===== config.mk =====
export PLATFORM = sky130hd
export DESIGN_NAME = lcd_mode_timing_sequencer_top_flat
export DESIGN_NICKNAME = d
export VERILOG_FILES = /design/src/rtl/lmts_pkg.sv /design/src/rtl/lmts_tick_if.sv /design/src/rtl/lmts_result_if.sv /design/src/rtl/lcd_mode_timing_sequencer_top.sv /design/src/flat_wrapper.sv
export SDC_FILE = /design/constraint.sdc
export NUM_CORES = 1
export LEC_CHECK = 0
export ABC_AREA = 1
export ABC_CLOCK_PERIOD_IN_PS = 3650
export BUFFER_PORTS_ARGS = -buffer_cell sky130_fd_sc_hd__buf_2
export CAP_MARGIN = 15
export CELL_PAD_IN_SITES_DETAIL_PLACEMENT = 0
export CELL_PAD_IN_SITES_GLOBAL_PLACEMENT = 1
export CORE_ASPECT_RATIO = 2
export CORE_MARGIN = 4
export CORE_UTILIZATION = 35
export CTS_CLUSTER_SIZE = 24
export DETAILED_ROUTE_END_ITERATION = 6
export PLACE_DENSITY_LB_ADDON = 0.05
export SYNTH_ARGS = -nofsm -noshare
export SYNTH_HDL_FRONTEND = slang
export SYNTH_SLANG_ARGS = --single-unit

===== constraint.sdc =====
create_clock -name clk -period 3.65 [get_ports clk]
set_input_delay 0.365 -clock clk [delete_from_list [all_inputs] [get_ports clk]]
set_output_delay 0.365 -clock clk [all_outputs]
set_load 0.05 [all_outputs]

===== src/rtl/lmts_pkg.sv =====
`default_nettype none
package lmts_pkg;

  localparam int unsigned MODE_W = 2;
  localparam int unsigned LINE_W = 8;
  localparam int unsigned COUNT_W = 10;
  localparam int unsigned TICK_W = 8;
  localparam int unsigned CFG_IDX_W = 2;
  localparam int unsigned CFG_DATA_W = 8;

  localparam logic [MODE_W-1:0] MODE_HBLANK = 2'd0;
  localparam logic [MODE_W-1:0] MODE_VBLANK = 2'd1;
  localparam logic [MODE_W-1:0] MODE_OAM    = 2'd2;
  localparam logic [MODE_W-1:0] MODE_XFER   = 2'd3;

  localparam logic [COUNT_W-1:0] OAM_CYCLES    = 10'd80;
  localparam logic [COUNT_W-1:0] XFER_CYCLES   = 10'd172;
  localparam logic [COUNT_W-1:0] HBLANK_CYCLES = 10'd204;
  localparam logic [COUNT_W-1:0] LINE_CYCLES   = 10'd456;
  localparam logic [LINE_W-1:0]  LAST_LINE     = 8'd153;

  localparam logic [CFG_IDX_W-1:0] CFG_STAT_IRQ_ENABLES = 2'd0;
  localparam logic [CFG_IDX_W-1:0] CFG_IRQ_ENABLES      = 2'd1;
  localparam logic [CFG_IDX_W-1:0] CFG_LINE_COMPARE     = 2'd2;

  // stat_irq_enables bit positions
  localparam int unsigned STAT_HBLANK = 0;
  localparam int unsigned STAT_VBLANK = 1;
  localparam int unsigned STAT_OAM    = 2;
  localparam int unsigned STAT_LYC    = 3;

  // irq_enables bit positions
  localparam int unsigned IE_VBLANK = 0;
  localparam int unsigned IE_STATUS = 1;

  typedef struct packed {
    logic [MODE_W-1:0] lcd_mode;
    logic [LINE_W-1:0] line_number;
    logic              vblank_request;
    logic              status_request;
    logic              render_line;
    logic              frame_done;
  } result_t;

endpackage
`default_nettype wire


===== src/rtl/lmts_tick_if.sv =====
`default_nettype none
interface lmts_tick_if;
  logic                             valid;
  logic                             ready;
  logic [lmts_pkg::TICK_W-1:0]      tick_cycles;

  modport source (output valid, output tick_cycles, input ready);
  modport sink (input valid, input tick_cycles, output ready);
endinterface
`default_nettype wire


===== src/rtl/lmts_result_if.sv =====
`default_nettype none
interface lmts_result_if;
  logic                             valid;
  logic                             ready;
  logic [lmts_pkg::MODE_W-1:0]      lcd_mode;
  logic [lmts_pkg::LINE_W-1:0]      line_number;
  logic                             vblank_request;
  logic                             status_request;
  logic                             render_line;
  logic                             frame_done;

  modport source (
    output valid, output lcd_mode, output line_number, output vblank_request,
    output status_request, output render_line, output frame_done, input ready
  );
  modport sink (
    input valid, input lcd_mode, input line_number, input vblank_request,
    input status_request, input render_line, input frame_done, output ready
  );
endinterface
`default_nettype wire


===== src/rtl/lcd_mode_timing_sequencer_top.sv =====
`default_nettype none
// result: each accepted tick's result is registered and held valid until it is taken
// throughput: one tick per cycle while ready (no result pending or the result taken);
// each mode step is a single add, compare and select into the state and result registers
// reset (rst, synchronous): mode vblank, line 0, cycle count 0, all enables and
// line compare 0, no result pending
module lcd_mode_timing_sequencer_top #(
  parameter int unsigned VISIBLE_LINES = 144
) (
  input  wire logic                               clk,
  input  wire logic                               rst,
  lmts_tick_if.sink                               tick,
  lmts_result_if.source                           result,
  input  wire logic                               cfg_we,
  input  wire logic [lmts_pkg::CFG_IDX_W-1:0]     cfg_index,
  input  wire logic [lmts_pkg::CFG_DATA_W-1:0]    cfg_data
);

  localparam logic [lmts_pkg::LINE_W-1:0] VIS_LINE = lmts_pkg::LINE_W'(VISIBLE_LINES);

  logic [3:0]                         stat_irq_enables;
  logic [1:0]                         irq_enables;
  logic [lmts_pkg::LINE_W-1:0]        line_compare;

  logic [lmts_pkg::COUNT_W-1:0]       cycle_count;
  logic [lmts_pkg::COUNT_W-1:0]       cycle_count_next;
  logic [lmts_pkg::MODE_W-1:0]        mode_reg;
  logic [lmts_pkg::MODE_W-1:0]        mode_reg_next;
  logic [lmts_pkg::LINE_W-1:0]        line_reg;
  logic [lmts_pkg::LINE_W-1:0]        line_reg_next;

  logic                               out_valid;
  lmts_pkg::result_t                  out_data;
  lmts_pkg::result_t                  out_data_next;

  logic                               accept;
  logic [lmts_pkg::COUNT_W-1:0]       count_sum;
  logic [lmts_pkg::LINE_W-1:0]        line_adv;
  logic [lmts_pkg::LINE_W-1:0]        line_cmp;
  logic                               src_hblank;
  logic                               src_vblank;
  logic                               src_oam;
  logic                               lyc_hit;

  assign tick.ready = !out_valid || result.ready;
  assign accept = tick.valid && tick.ready;

  always_ff @(posedge clk) begin
    if (rst) begin
      stat_irq_enables <= '0;
      irq_enables <= '0;
      line_compare <= '0;
    end else if (cfg_we) begin
      unique case (cfg_index)
        lmts_pkg::CFG_STAT_IRQ_ENABLES: stat_irq_enables <= cfg_data[3:0];
        lmts_pkg::CFG_IRQ_ENABLES:      irq_enables <= cfg_data[1:0];
        lmts_pkg::CFG_LINE_COMPARE:     line_compare <= cfg_data;
        default: ;
      endcase
    end
  end

  always_comb begin
    count_sum = cycle_count + lmts_pkg::COUNT_W'(tick.tick_cycles);
    line_adv = line_reg + 8'd1;
    cycle_count_next = count_sum;
    mode_reg_next = mode_reg;
    line_reg_next = line_reg;
    line_cmp = line_reg;
    src_hblank = 1'b0;
    src_vblank = 1'b0;
    src_oam = 1'b0;
    out_data_next.render_line = 1'b0;
    out_data_next.frame_done = 1'b0;
    unique case (mode_reg)
      lmts_pkg::MODE_OAM: begin
        if (count_sum >= lmts_pkg::OAM_CYCLES) begin
          cycle_count_next = '0;
          mode_reg_next = lmts_pkg::MODE_XFER;
        end
      end
      lmts_pkg::MODE_XFER: begin
        if (count_sum >= lmts_pkg::XFER_CYCLES) begin
          cycle_count_next = '0;
          mode_reg_next = lmts_pkg::MODE_HBLANK;
          out_data_next.render_line = 1'b1;
          src_hblank = 1'b1;
        end
      end
      lmts_pkg::MODE_HBLANK: begin
        if (count_sum >= lmts_pkg::HBLANK_CYCLES) begin
          cycle_count_next = '0;
          line_cmp = line_adv;
          line_reg_next = line_adv;
          if (line_adv == VIS_LINE) begin
            mode_reg_next = lmts_pkg::MODE_VBLANK;
            src_vblank = 1'b1;
            out_data_next.frame_done = 1'b1;
          end else begin
            mode_reg_next = lmts_pkg::MODE_OAM;
            src_oam = 1'b1;
          end
        end
      end
      lmts_pkg::MODE_VBLANK: begin
        if (count_sum >= lmts_pkg::LINE_CYCLES) begin
          cycle_count_next = '0;
          // compare sees the advanced count, 154 on the wrap step
          line_cmp = line_adv;
          line_reg_next = line_adv;
          if (line_adv > lmts_pkg::LAST_LINE) begin
            mode_reg_next = lmts_pkg::MODE_OAM;
            line_reg_next = '0;
            src_oam = 1'b1;
          end
        end
      end
      default: ;
    endcase

    lyc_hit = (line_compare == line_cmp) && stat_irq_enables[lmts_pkg::STAT_LYC];
    out_data_next.vblank_request = src_vblank && stat_irq_enables[lmts_pkg::STAT_VBLANK]
                                   && irq_enables[lmts_pkg::IE_VBLANK];
    // a vblank source with the vblank enable off falls through to the status line
    out_data_next.status_request = irq_enables[lmts_pkg::IE_STATUS] && (
        (src_hblank && stat_irq_enables[lmts_pkg::STAT_HBLANK])
        || (src_oam && stat_irq_enables[lmts_pkg::STAT_OAM])
        || (src_vblank && stat_irq_enables[lmts_pkg::STAT_VBLANK]
            && !irq_enables[lmts_pkg::IE_VBLANK])
        || lyc_hit);
    out_data_next.lcd_mode = mode_reg_next;
    out_data_next.line_number = line_reg_next;
  end

  always_ff @(posedge clk) begin
    if (rst) begin
      cycle_count <= '0;
      mode_reg <= lmts_pkg::MODE_VBLANK;
      line_reg <= '0;
      out_valid <= 1'b0;
    end else begin
      if (accept) begin
        cycle_count <= cycle_count_next;
        mode_reg <= mode_reg_next;
        line_reg <= line_reg_next;
        out_valid <= 1'b1;
      end else if (result.ready) begin
        out_valid <= 1'b0;
      end
    end
  end

  always_ff @(posedge clk) begin
    if (accept) begin
      out_data <= out_data_next;
    end
  end

  assign result.valid = out_valid;
  assign result.lcd_mode = out_data.lcd_mode;
  assign result.line_number = out_data.line_number;
  assign result.vblank_request = out_data.vblank_request;
  assign result.status_request = out_data.status_request;
  assign result.render_line = out_data.render_line;
  assign result.frame_done = out_data.frame_done;

  // the counter never passes the longest mode period
  a_count_bound: assert property (@(posedge clk) disable iff (rst)
    cycle_count < lmts_pkg::LINE_CYCLES)
    else $error("cycle count out of range");

  a_render_mode: assert property (@(posedge clk) disable iff (rst)
    out_valid && out_data.render_line |-> out_data.lcd_mode == lmts_pkg::MODE_HBLANK)
    else $error("render pulse outside hblank entry");

  a_frame_line: assert property (@(posedge clk) disable iff (rst)
    out_valid && out_data.frame_done |->
      out_data.lcd_mode == lmts_pkg::MODE_VBLANK && out_data.line_number == VIS_LINE)
    else $error("frame done without vblank entry");

  a_vblank_req: assert property (@(posedge clk) disable iff (rst)
    out_valid && out_data.vblank_request |-> out_data.frame_done)
    else $error("vblank request without frame done");

  a_state_hold: assert property (@(posedge clk) disable iff (rst)
    !accept |=> $stable(mode_reg) && $stable(line_reg) && $stable(cycle_count))
    else $error("state moved without an item");

endmodule
`default_nettype wire

===== src/flat_wrapper.sv =====
// flat-port wrapper written by rule: the top's interface ports become plain ports
module lcd_mode_timing_sequencer_top_flat 
#(
  parameter int unsigned VISIBLE_LINES = 144
)
  (clk, rst, cfg_we, cfg_index, cfg_data, tick_valid, tick_tick_cycles, tick_ready, result_valid, result_lcd_mode, result_line_number, result_vblank_request, result_status_request, result_render_line, result_frame_done, result_ready);
  lmts_tick_if tick_i ();
  lmts_result_if result_i ();
  input  wire logic clk;
  input  wire logic rst;
  input  wire logic cfg_we;
  input  wire logic [lmts_pkg::CFG_IDX_W-1:0] cfg_index;
  input  wire logic [lmts_pkg::CFG_DATA_W-1:0] cfg_data;
  input wire logic [$bits(tick_i.valid)-1:0] tick_valid;
  input wire logic [$bits(tick_i.tick_cycles)-1:0] tick_tick_cycles;
  output wire logic [$bits(tick_i.ready)-1:0] tick_ready;
  output wire logic [$bits(result_i.valid)-1:0] result_valid;
  output wire logic [$bits(result_i.lcd_mode)-1:0] result_lcd_mode;
  output wire logic [$bits(result_i.line_number)-1:0] result_line_number;
  output wire logic [$bits(result_i.vblank_request)-1:0] result_vblank_request;
  output wire logic [$bits(result_i.status_request)-1:0] result_status_request;
  output wire logic [$bits(result_i.render_line)-1:0] result_render_line;
  output wire logic [$bits(result_i.frame_done)-1:0] result_frame_done;
  input wire logic [$bits(result_i.ready)-1:0] result_ready;
  assign tick_i.valid = tick_valid;
  assign tick_i.tick_cycles = tick_tick_cycles;
  assign tick_ready = tick_i.ready;
  assign result_valid = result_i.valid;
  assign result_lcd_mode = result_i.lcd_mode;
  assign result_line_number = result_i.line_number;
  assign result_vblank_request = result_i.vblank_request;
  assign result_status_request = result_i.status_request;
  assign result_render_line = result_i.render_line;
  assign result_frame_done = result_i.frame_done;
  assign result_i.ready = result_ready;
  lcd_mode_timing_sequencer_top #(.VISIBLE_LINES(VISIBLE_LINES)) u_core (.clk(clk), .rst(rst), .tick(tick_i), .result(result_i), .cfg_we(cfg_we), .cfg_index(cfg_index), .cfg_data(cfg_data));
endmodule

==> Implementation_results.wiki, run 1 <==
{| class="wikitable"
! Metric !! Value
|-
| Nature of the critical path startpoint || flop
|-
| Comb power frac || 33.8%
|-
| Number of enable-type register cells in the synthesized netlist || 14
|-
| Net Sw Power || 0.663 mW
|-
| Setup-violating endpoint count in the final report || 0
|-
| Effective utilization at floorplan || 35.6%
|-
| Signal arrival time at the worst endpoint || 3.21 ns
|-
| Drc violations || 0
|-
| Number of levels in the clock H-tree || 2
|-
| Root Driver || sky130_fd_sc_hd__clkbuf_16
|-
| Largest delay share family, worst path || simple AND/OR/NAND/NOR gates
|-
| Largest register FFs || 10
|-
| Share of the synthesized area in the top cell type || 22.0%
|-
| Setup_tns || 0 ns
|-
| RSZ-0062 raised after global routing || no
|-
| 1st-iter DRT viols || 133
|-
| Total of flip-flops plus latches after synthesis || 49
|-
| VDD IR-drop max || 0.222 mV
|-
| Clock latency on the worst-skew pair || 0.29 ns
|-
| Post-CTS clock slew at the launch and capture registers of the worst setup and hold paths || 0.07 ns
|-
| Path category of the worst min-delay check || input port to flop
|-
| Min cycle time layout || 3.06 ns
|-
| Biggest cell delay along the critical path || 0.45 ns
|-
| Post-synthesis instance area || 0.00318 mm^2
|-
| Std-Cell Rows || 49
|-
| Cell internal power dissipation || 1.08 mW
|-
| Share of power burned in the clock network || 29.0%
|-
| Number of nets at the end of the flow || 542
|-
| Via-per-instance ratio || 5.27
|-
| Switching part of the total power || 38.1%
|-
| Crit. End Element || flop
|-
| Clock skew || 0.00705 ns
|-
| Core region area || 0.00895 mm^2
|-
| Required time reported for the critical path endpoint || 3.80 ns
|-
| Die Y-Extent || 143 um
|-
| Count of synthesis-stage warnings from yosys || 0
|-
| Layout overhead on the synthesized area || 14.5%
|-
| GPL Wtd Cong || 0.860
|-
| Number of antenna diodes || 0
|-
| Number of buffer and inverter instances along the worst setup path || 0
|-
| Leading cell type by number of instances after synthesis || sky130_fd_sc_hd__nand2_1
|-
| Vias || 3217
|-
| Cell area power density || 478 mW/mm^2
|-
| Most frequent CP cell || sky130_fd_sc_hd__nand3_1
|-
| Average detailed-routed wire length per instance || 17.0 um
|-
| Post-cts sizing count || 0
|-
| Synth async-reset ratio || 0%
|-
| Number of global-route vias before repair || 3264
|-
| Net Count, Synth || 504
|-
| Initial antenna violation count || 0
|-
| Maxcap violations || 0
|-
| Netlist cell types || 38
|-
| Die area || 0.0108 mm^2
|-
| Leakage dissipation || 1.80 nW
|-
| Share of final-layout standard cells stronger than drive strength 1 || 13.8%
|-
| Fraction of the yosys area taken by sequential cells || 35.2%
|-
| First-pass GRT wire length || 16500 um
|-
| CTS sink cnt || 49
|-
| Highest-delay cell along the critical path || sky130_fd_sc_hd__fa_1
|-
| Cell-by-cell trace of the critical path || ha_1, fa_1, nand2_1, nand2_2, nand3_1, nand2_1, nand2_1, nand2_2, nor2_4, nand3_1, nor2_1, nor2_2, nand3_1, nand3_1, nor2_1, nand4_1, a21oi_1
|-
| Buffers added on ports || 38
|-
| Register with the most flip-flops || u_core.cycle_count
|-
| Clock Tree Buf Depth || 2
|-
| Largest net degree at the start of global routing || 36
|-
| Worst-path maximum fanout || 9
|-
| Overall routed net length || 10400 um
|-
| Clock buffers created by TritonCTS || 5
|-
| Count of endpoints failing hold in the final timing report || 0
|-
| Flip-flop cell with the highest count after synthesis || sky130_fd_sc_hd__dfxtp_1
|-
| Crit Path Category || flop to flop
|-
| Average size of a mapped cell || 6.79 um^2
|-
| Top cells by area in the synthesized netlist || sky130_fd_sc_hd__dfxtp_1, sky130_fd_sc_hd__nand2_1, sky130_fd_sc_hd__edfxtp_1
|-
| Overall track demand over capacity in global routing || 20.7%
|-
| Outcome || complete, no violations
|-
| Width of the die || 75.4 um
|-
| Final critical-path share of the clock period || 83.8%
|-
| Post-Syn Instances || 469
|-
| Total half-perimeter wirelength after legalization and detailed placement || 8150 um
|-
| Residual antenna-violating net count after detailed routing || 0
|-
| Cell type with the largest total area after synthesis || sky130_fd_sc_hd__dfxtp_1
|-
| I/O pins || 39
|-
| Worst-case hold slack || 0.337 ns
|-
| Buffers inserted by post-CTS timing repair || 0
|-
| Slew Viols, Final || 0
|-
| Transition at the pin with the smallest max-transition slack || 0.877 ns
|-
| CTS hold repair buffers || 0
|-
| Number of iterations in the first detailed-routing pass || 4
|-
| CTS tree || done
|-
| Total grt overflow || 0
|-
| Sequential group share of total power || 37.2%
|-
| Ranking of synthesized cells by instance count || sky130_fd_sc_hd__nand2_1, sky130_fd_sc_hd__inv_1, sky130_fd_sc_hd__nand3_1
|-
| Max-slew headroom || 41.3%
|-
| Max Clk Rate || 327 MHz
|}
## power by group through the flow
stage | combinational [mW] | clock [mW] | sequential [mW]
CTS | 0.595 | 0.520 | 0.649
finish | 0.588 | 0.506 | 0.649
detailed placement | 0.593 | 0 | 0.661
floorplan | 0.367 | 0 | 0.719
global route | 0.656 | 0.546 | 0.654
global placement | 0.595 | 0 | 0.661
## placed cells by master, fill, tap and decap left out, types with 2 or more instances in the layout
cell type,synthesis,layout
sky130_fd_sc_hd__o211ai_1,3,3
sky130_fd_sc_hd__nand4_1,12,12
sky130_fd_sc_hd__nand2_1,125,125
sky130_fd_sc_hd__inv_1,67,67
sky130_fd_sc_hd__edfxtp_1,14,14
sky130_fd_sc_hd__nand3_1,61,61
sky130_fd_sc_hd__nor2_1,41,41
sky130_fd_sc_hd__dfxtp_1,35,35
sky130_fd_sc_hd__buf_4,0,2
sky130_fd_sc_hd__nor3_1,5,5
sky130_fd_sc_hd__ha_1,11,11
sky130_fd_sc_hd__xor2_1,2,2
sky130_fd_sc_hd__clkbuf_8,0,2
sky130_fd_sc_hd__o21ai_1,5,5
sky130_fd_sc_hd__clkbuf_16,0,5
sky130_fd_sc_hd__buf_2,0,38
sky130_fd_sc_hd__a21oi_1,28,28
sky130_fd_sc_hd__nor2_4,2,2
sky130_fd_sc_hd__nand2_2,3,3
sky130_fd_sc_hd__o21ai_0,10,10
sky130_fd_sc_hd__a211oi_1,10,10
sky130_fd_sc_hd__nand2_4,4,4
sky130_fd_sc_hd__nor2_2,4,4
## stage by stage
step / power [mW] / area (um^2) / setup slack (ns) / util (%) / std cells
after floorplan: 1.09 / 3180 / 1.02 / - / 469
after CTS: 1.76 / 3640 / 0.545 / 40.7 / 610
after detailed placement: 1.25 / 3480 / 0.407 / 38.9 / 602
final: 1.74 / 3640 / 0.591 / 40.7 / 610
after global placement: 1.26 / 3480 / 0.382 / 38.9 / 602
after global routing: 1.86 / 3640 / 0.335 / 40.7 / 610
## cell families (layout without fill, tap and decap cells)
kind of cell,Yosys count,after routing,synth area share (%)
adder cells (fa/ha/maj),12,12,4.95
AO/OA/AOI/OAI,64,64,12.0
flip-flops,49,49,35.2
AND/OR/NAND/NOR,263,263,37.8
buffers and inverters,78,117,9.19
XOR/XNOR,3,3,0.825
## worst paths after layout
| path | startpoint | to | slack, ns | cells after the start |
|---|---|---|---|---|
| worst max-delay path | u_core.cycle_count[0] | u_core.result.status_request | 0.59 | 17 |
| worst max register to register | u_core.cycle_count[0] | u_core.result.status_request | 0.59 | 17 |
| worst min-delay path | cfg_data[2] | u_core.stat_irq_enables[2] | 0.34 | 3 |
| worst min register to register | u_core.stat_irq_enables[0] | u_core.stat_irq_enables[0] | 0.46 | 2 |
## layout make-up
cell class / instances / area (um^2)
well taps: 102 / 128
multi-input cells: 342 / 1770
inverters: 69 / 259
fillers: 983 / 5310
clock buffers: 7 / 153
clock inverters: 1 / 8.76
flip-flops and latches: 49 / 1120
repair buffers: 40 / 205
## routing by layer
layer | track usage (%) | share of wire, %
met4 | 12.2 | 6.3
met2 | 40.0 | 59
met5 | 0 | 0
met1 | 19.4 | 32
met3 | 2.26 | 2.7
## tightest hold or removal path, cell delays in order
cell and delay (ns):
sky130_fd_sc_hd__buf_2 0.11, sky130_fd_sc_hd__nand2_1 0.06, sky130_fd_sc_hd__a21oi_1 0.05
Note: power is estimated with default switching activity, not from simulation.
==> run 2: changes to the inputs <==
--- a/config.mk
+++ b/config.mk
@@ -6,7 +6,7 @@
 export NUM_CORES = 1
 export LEC_CHECK = 0
 export ABC_AREA = 1
-export ABC_CLOCK_PERIOD_IN_PS = 3650
+export ABC_CLOCK_PERIOD_IN_PS = 3000
 export BUFFER_PORTS_ARGS = -buffer_cell sky130_fd_sc_hd__buf_2
 export CAP_MARGIN = 15
 export CELL_PAD_IN_SITES_DETAIL_PLACEMENT = 0
==> constraint.sdc (replaced) <==
create_clock -name clk -period 3 [get_ports clk]
set_input_delay 0.3 -clock clk [delete_from_list [all_inputs] [get_ports clk]]
set_output_delay 0.3 -clock clk [all_outputs]
set_load 0.05 [all_outputs]
==> Implementation_results.wiki, run 2 (synthesis gave the netlist of run 1 again) <==
{| class="wikitable"
! Metric !! Value
|-
| Final critical-path share of the clock period || 92.1% (was 83.8%)
|-
| Maxcap violations || 0 (unchanged)
|-
| Overall track demand over capacity in global routing || 20.7% (about the same)
|-
| GPL Wtd Cong || 0.915 (was 0.860)
|-
| Clock latency on the worst-skew pair || 0.30 ns (was 0.29 ns)
|-
| Vias || 3277 (was 3217)
|-
| Root Driver || sky130_fd_sc_hd__clkbuf_16 (unchanged)
|-
| Sum of internal, switching and leakage power || 2.22 mW (was 1.74 mW)
|-
| RSZ-0062 raised after global routing || no (unchanged)
|-
| Start point of the worst min-delay path || cfg_data[3] (was cfg_data[2])
|-
| Reg2Reg Capture Point || u_core.result.status_request (unchanged)
|-
| Reg2reg path depth || 19 (was 17)
|-
| Width of the die || 75.4 um (unchanged)
|-
| Number of global-route vias before repair || 3289 (was 3264)
|-
| Sequential cell area || 0.00112 mm^2 (unchanged)
|-
| Number of nets at the end of the flow || 556 (was 542)
|-
| First-pass GRT wire length || 16400 um (was 16500 um)
|-
| Fill count || 1011 (was 983)
|-
| Crit Path Category || flop to flop (unchanged)
|-
| Overall routed net length || 10600 um (was 10400 um)
|-
| CTS sink cnt || 49 (unchanged)
|-
| Hold path depth || 3 (unchanged)
|-
| Number of antenna diodes || 0 (unchanged)
|-
| Max-slew headroom || 40.2% (was 41.3%)
|-
| Launching point of the worst reg2reg path || u_core.cycle_count[4] (was u_core.cycle_count[0])
|-
| Buffers added on ports || 38 (unchanged)
|-
| Multi-input gate area in the final layout || 0.00186 mm^2 (was 0.00177 mm^2)
|-
| Path category of the worst min-delay check || input port to flop (unchanged)
|-
| Via-per-instance ratio || 5.25 (was 5.27)
|-
| Worst-case hold slack || 0.267 ns (was 0.337 ns)
|-
| Commonest cells after routing, fill and taps aside || sky130_fd_sc_hd__nand2_1, sky130_fd_sc_hd__inv_1, sky130_fd_sc_hd__nand3_1 (unchanged)
|-
| Largest register FFs || 10 (unchanged)
|-
| Setup-violating endpoint count in the final report || 0 (unchanged)
|-
| Hold path endpoint || u_core.stat_irq_enables[3] (was u_core.stat_irq_enables[2])
|-
| Highest routed layer || met4 (unchanged)
|-
| Post-CTS clock slew at the launch and capture registers of the worst setup and hold paths || 0.07 ns (about the same)
|-
| Drc violations || 0 (unchanged)
|-
| Signal arrival time at the worst endpoint || 2.91 ns (was 3.21 ns)
|-
| Average detailed-routed wire length per instance || 17.0 um (about the same)
|-
| Count of endpoints failing hold in the final timing report || 0 (unchanged)
|-
| 1st-iter DRT viols || 126 (was 133)
|-
| Initial antenna violation count || 0 (unchanged)
|-
| CTS tree || done (unchanged)
|-
| Residual antenna-violating net count after detailed routing || 0 (unchanged)
|-
| Core region area || 0.00895 mm^2 (unchanged)
|-
| Crit. End Element || flop (unchanged)
|-
| Effective utilization at floorplan || 35.6% (unchanged)
|-
| Nature of the critical path startpoint || flop (unchanged)
|-
| Clock Tree Buf Depth || 2 (unchanged)
|-
| Slew Viols, Final || 0 (unchanged)
|-
| Post-placement cell count || 613 (was 602)
|-
| WL met2 || 6370 um (was 6110 um)
|-
| Required time reported for the critical path endpoint || 3.15 ns (was 3.80 ns)
|-
| Max Clk Rate || 362 MHz (was 327 MHz)
|-
| Non-filler instance count after layout || 624 (was 610)
|-
| Die area || 0.0108 mm^2 (unchanged)
|-
| Most common library cell in the layout ignoring fill and taps || sky130_fd_sc_hd__nand2_1 (unchanged)
|-
| Clock buffers created by TritonCTS || 5 (unchanged)
|-
| Die Y-Extent || 143 um (unchanged)
|-
| Number of iterations in the first detailed-routing pass || 4 (unchanged)
|-
| Std-Cell Rows || 49 (unchanged)
|-
| Cell area power density || 574 mW/mm^2 (was 478 mW/mm^2)
|-
| Total grt overflow || 0 (unchanged)
|-
| Length of routed wiring on met1 || 3420 um (was 3330 um)
|-
| Clock skew || 0.00745 ns (was 0.00705 ns)
|-
| Layout overhead on the synthesized area || 21.8% (was 14.5%)
|-
| CTS hold repair buffers || 0 (unchanged)
|-
| Outcome || complete, no violations (unchanged)
|-
| Transition at the pin with the smallest max-transition slack || 0.892 ns (was 0.877 ns)
|-
| Worst-path maximum fanout || 8 (was 9)
|-
| Number of levels in the clock H-tree || 2 (unchanged)
|-
| Min cycle time layout || 2.76 ns (was 3.06 ns)
|-
| Total half-perimeter wirelength after legalization and detailed placement || 8290 um (was 8150 um)
|-
| Leakage dissipation || 1.88 nW (was 1.80 nW)
|-
| Register with the most flip-flops || u_core.cycle_count (unchanged)
|-
| Largest net degree at the start of global routing || 36 (unchanged)
|-
| VDD IR-drop max || 0.257 mV (was 0.222 mV)
|-
| I/O pins || 39 (unchanged)
|-
| Routed met3 length || 175 um (was 280 um)
|-
| Core utilization of the finished layout || 43.3% (was 40.7%)
|-
| Worst R2R Setup Slack || 0.24 ns (was 0.59 ns)
|-
| Share of final-layout standard cells stronger than drive strength 1 || 19.7% (was 13.8%)
|}
## run 2: changes by cell type in the layout (fill, tap and decap cells not counted), sizes merged
cell / before / now
inv: 69 / 68
clkinvlp: 0 / 1
buf: 40 / 54
## run 2: worst max-delay path, stage by stage, from the launching register on
cell and delay [ns]:
sky130_fd_sc_hd__dfxtp_1 0.32, sky130_fd_sc_hd__ha_2 0.39, sky130_fd_sc_hd__nand2_2 0.11, sky130_fd_sc_hd__nor2_2 0.13, sky130_fd_sc_hd__nand2_1 0.08, sky130_fd_sc_hd__nand3_1 0.07
sky130_fd_sc_hd__nand2_1 0.05, sky130_fd_sc_hd__nand2_1 0.13, sky130_fd_sc_hd__nand3_1 0.13, sky130_fd_sc_hd__nand2_4 0.16, sky130_fd_sc_hd__nand2_4 0.11, sky130_fd_sc_hd__nand3_1 0.10
sky130_fd_sc_hd__nand2_1 0.08, sky130_fd_sc_hd__nor2_2 0.20, sky130_fd_sc_hd__nand2_1 0.07, sky130_fd_sc_hd__nand2_1 0.06, sky130_fd_sc_hd__nand3_1 0.07, sky130_fd_sc_hd__nor2_1 0.10
sky130_fd_sc_hd__nand4_1 0.09, sky130_fd_sc_hd__a21oi_1 0.15
## run 2: worst max path at each step
stage                              endpoint             startpoint  slack (ns)
6_report       u_core.result.status_request  u_core.cycle_count[4]        0.24
5_1_grt        u_core.result.status_request  u_core.cycle_count[6]        0.01
4_1_cts        u_core.result.status_request  u_core.cycle_count[5]        0.08
3_5_place_dp   u_core.result.status_request    tick_tick_cycles[5]      -0.002
3_3_place_gp   u_core.result.status_request    tick_tick_cycles[5]        0.05
2_1_floorplan  u_core.result.status_request    tick_tick_cycles[0]        0.43
## run 2: cell type report
class                   count  area share (%)
multi-input cells         342            48.1
flip-flops and latches     49            28.9
repair buffers             54            8.65
inverters                  69            6.68
clock buffers               7            4.23
well taps                 102            3.29
clock inverters             1           0.194
## run 2: through the flow
step | instance area, um^2 | setup TNS, ns | setup slack [ns]
after floorplan | 3180 | 0 | 0.431
after global placement | 3590 | 0 | 0.0490
after detailed placement | 3590 | -0.00164 | -0.00164
after CTS | 3760 | 0 | 0.0817
after global routing | 3880 | 0 | 0.0113
final | 3880 | 0 | 0.238
## run 2: timing repair
item,in CTS,in global routing
endpoints found under the setup margin,0,10
buffers inserted,0,3
gates resized for setup,0,23
## run 2: layer usage
layer | vias up | GRT usage [%]
met1 | 1527 | 18.9
met4 | 0 | 12.5
met3 | 33 | 1.76
li1 | 1654 | -
met5 | - | 0
met2 | 63 | 40.8
## run 2: power breakdown
| group | switching [mW] | internal (mW) | leakage [nW] | total [mW] |
|---|---|---|---|---|
| Sequential | 0.0406 | 0.749 | 0.427 | 0.790 |
| Clock | 0.263 | 0.383 | 0.0813 | 0.646 |
| Combinational | 0.536 | 0.253 | 1.37 | 0.788 |
==> run 3: changes to the inputs <==
--- a/config.mk
+++ b/config.mk
@@ -6,14 +6,13 @@
 export NUM_CORES = 1
 export LEC_CHECK = 0
 export ABC_AREA = 1
-export ABC_CLOCK_PERIOD_IN_PS = 3000
 export BUFFER_PORTS_ARGS = -buffer_cell sky130_fd_sc_hd__buf_2
 export CAP_MARGIN = 15
 export CELL_PAD_IN_SITES_DETAIL_PLACEMENT = 0
 export CELL_PAD_IN_SITES_GLOBAL_PLACEMENT = 1
 export CORE_ASPECT_RATIO = 2
 export CORE_MARGIN = 4
-export CORE_UTILIZATION = 35
+export CORE_UTILIZATION = 42
 export CTS_CLUSTER_SIZE = 24
 export DETAILED_ROUTE_END_ITERATION = 6
 export PLACE_DENSITY_LB_ADDON = 0.05
==> Implementation_results.wiki, run 3 (synthesis gave the netlist of run 1 again) <==
{| class="wikitable"
! Metric !! Value
|-
| Outcome || complete, no violations (unchanged)
|-
| Total half-perimeter wirelength after legalization and detailed placement || 7930 um (was 8290 um)
|-
| Number of global-route vias before repair || 3278 (was 3289)
|-
| Clock skew || 0.00336 ns (was 0.00745 ns)
|-
| Final Instance Area || 0.00376 mm^2 (was 0.00388 mm^2)
|-
| Std-Cell Rows || 44 (was 49)
|-
| Sum of internal, switching and leakage power || 2.14 mW (was 2.22 mW)
|-
| Largest delay share family, worst path || simple AND/OR/NAND/NOR gates (unchanged)
|-
| Die Y-Extent || 131 um (was 143 um)
|-
| Average detailed-routed wire length per instance || 16.6 um (was 17.0 um)
|-
| Width of the die || 69.6 um (was 75.4 um)
|-
| Leakage dissipation || 1.85 nW (was 1.88 nW)
|-
| Slew Viols, Final || 0 (unchanged)
|-
| Path category of the worst min-delay check || input port to flop (unchanged)
|-
| VDD IR-drop max || 0.294 mV (was 0.257 mV)
|-
| 1st-iter DRT viols || 219 (was 126)
|-
| Vias || 3225 (was 3277)
|-
| Number of buffer and inverter instances along the worst setup path || 0 (unchanged)
|-
| Clock buffers created by TritonCTS || 5 (unchanged)
|-
| Commonest cells after routing, fill and taps aside || sky130_fd_sc_hd__nand2_1, sky130_fd_sc_hd__inv_1, sky130_fd_sc_hd__nand3_1 (unchanged)
|-
| Worst-path maximum fanout || 8 (unchanged)
|-
| Layout overhead on the synthesized area || 18.2% (was 21.8%)
|-
| Initial antenna violation count || 0 (unchanged)
|-
| Highest-delay cell along the critical path || sky130_fd_sc_hd__fa_2 (was sky130_fd_sc_hd__ha_2)
|-
| Signal arrival time at the worst endpoint || 2.90 ns (was 2.91 ns)
|-
| Cell-by-cell trace of the critical path || ha_1, fa_2, nand2_1, nand2_2, nand3_1, nand2_1, nand2_1, nand2_2, nor2_4, nand2_4, nand3_1, nand2_1, nor2_2, nand2_1, nand2_1, nand2_1, nor2_1, nand4_1, a21oi_1 (was ha_2, nand2_2, nor2_2, nand2_1, nand3_1, nand2_1, nand2_1, nand3_1, nand2_4, nand2_4, nand3_1, nand2_1, nor2_2, nand2_1, nand2_1, nand3_1, nor2_1, nand4_1, a21oi_1)
|-
| Biggest cell delay along the critical path || 0.39 ns (about the same)
|-
| Post-Place Cell Area || 0.00356 mm^2 (was 0.00359 mm^2)
|-
| Share of final-layout standard cells stronger than drive strength 1 || 16.7% (was 19.7%)
|-
| Most common library cell in the layout ignoring fill and taps || sky130_fd_sc_hd__nand2_1 (unchanged)
|-
| Number of iterations in the first detailed-routing pass || 4 (unchanged)
|-
| Residual antenna-violating net count after detailed routing || 0 (unchanged)
|-
| GPL Wtd Cong || 0.894 (was 0.915)
|-
| Crit Path Category || flop to flop (unchanged)
|-
| Transition at the pin with the smallest max-transition slack || 0.906 ns (was 0.892 ns)
|-
| Largest register FFs || 10 (unchanged)
|-
| Min cycle time layout || 2.74 ns (was 2.76 ns)
|-
| Nature of the critical path startpoint || flop (unchanged)
|-
| First-pass GRT wire length || 16200 um (was 16400 um)
|-
| Post-CTS clock slew at the launch and capture registers of the worst setup and hold paths || 0.07 ns (about the same)
|-
| Root Driver || sky130_fd_sc_hd__clkbuf_16 (unchanged)
|-
| Drc violations || 0 (unchanged)
|-
| Core region area || 0.00732 mm^2 (was 0.00895 mm^2)
|-
| Die area || 0.00912 mm^2 (was 0.0108 mm^2)
|-
| Via-per-instance ratio || 5.26 (was 5.25)
|-
| Register with the most flip-flops || u_core.cycle_count (unchanged)
|-
| Required time reported for the critical path endpoint || 3.16 ns (was 3.15 ns)
|-
| Effective utilization at floorplan || 43.5% (was 35.6%)
|-
| Overall routed net length || 10200 um (was 10600 um)
|-
| Count of endpoints failing hold in the final timing report || 0 (unchanged)
|-
| Max-slew headroom || 39.2% (was 40.2%)
|-
| Clock latency on the worst-skew pair || 0.30 ns (about the same)
|-
| Number of nets at the end of the flow || 555 (was 556)
|-
| Setup-violating endpoint count in the final report || 0 (unchanged)
|-
| Largest net degree at the start of global routing || 36 (unchanged)
|-
| Crit. End Element || flop (unchanged)
|-
| Buffers added on ports || 38 (unchanged)
|-
| Cell area power density || 568 mW/mm^2 (was 574 mW/mm^2)
|-
| Total grt overflow || 0 (unchanged)
|-
| CTS tree || done (unchanged)
|-
| Number of levels in the clock H-tree || 2 (unchanged)
|-
| Maxcap violations || 0 (unchanged)
|-
| Fill count || 763 (was 1011)
|-
| I/O pins || 39 (unchanged)
|-
| Max Clk Rate || 365 MHz (was 362 MHz)
|-
| Final critical-path share of the clock period || 91.3% (was 92.1%)
|-
| Number of antenna diodes || 0 (unchanged)
|-
| Clock Tree Buf Depth || 2 (unchanged)
|-
| Most frequent CP cell || sky130_fd_sc_hd__nand2_1 (unchanged)
|-
| CTS sink cnt || 49 (unchanged)
|-
| Overall track demand over capacity in global routing || 23.1% (was 20.7%)
|}
==> run 3: cell count changes in the layout (fill, tap and decap cells not counted), sizes merged <==
cell | before | now
clkinvlp | 1 | 0
inv | 68 | 70
clkbuf | 7 | 6
buf | 54 | 53
==> run 3: power breakdown <==
group / internal, mW / switching [mW]
clock network: 0.311 / 0.265
registers: 0.750 / 0.0427
logic: 0.246 / 0.522
==> run 3: worst paths after layout <==
check        cells past startpoint                        from                           end  slack (ns)
min                              3                 cfg_data[3]    u_core.stat_irq_enables[3]        0.27
max                             19       u_core.cycle_count[0]  u_core.result.status_request        0.26
max reg2reg                     19       u_core.cycle_count[0]  u_core.result.status_request        0.26
min reg2reg                      2  u_core.stat_irq_enables[0]    u_core.stat_irq_enables[0]        0.46
==> run 3: stage by stage <==
stage / setup slack [ns] / utilization, % / hold WS, ns / setup TNS [ns] / std cells
after global routing: -0.00163 / 51.4 / 0.278 / -0.00163 / 613
after CTS: 0.0557 / 50.6 / 0.265 / 0 / 610
final: 0.260 / 51.4 / 0.270 / 0 / 613
after global placement: -0.102 / 48.6 / 0.450 / -0.102 / 602
after floorplan: 0.431 / - / 0.438 / 0 / 469
after detailed placement: -0.133 / 48.6 / 0.457 / -0.133 / 602
==> run 3: final cells by class <==
cell class / count / area [um^2] / share of cell area [%]
Sequential cell: 49 / 1120 / 29.8
Multi-Input combinational cell: 342 / 1810 / 48.1
Timing Repair Buffer: 53 / 315 / 8.38
Inverter: 69 / 259 / 6.88
Clock buffer: 6 / 129 / 3.42
Clock inverter: 2 / 12.5 / 0.332
Tap cell: 92 / 115 / 3.06
==> run 3: worst min-delay path: cells and delay by family <==
kind | cells | cell delay [ns]
buffers and inverters | 1 | 0.11
and+or+nand+nor | 1 | 0.06
AOI/OAI and AO/OA | 1 | 0.05
==> run 3: layer usage <==
layer / share of wire [%] / track usage, % / vias up
li1: - / - / 1643
met1: 34 / 21.4 / 1479
met2: 56 / 43.5 / 61
met3: 1.9 / 2.29 / 42
met4: 8.1 / 19.0 / 0
met5: 0 / 0 / -
==> run 3: repair_timing <==
item                                    CTS  global route
hold buffers                              0             0
gates cloned                              0             0
gates resized for setup                   1             5
setup buffers                             0             3
endpoints found under the setup margin    1             1
pin swaps                                 0             2
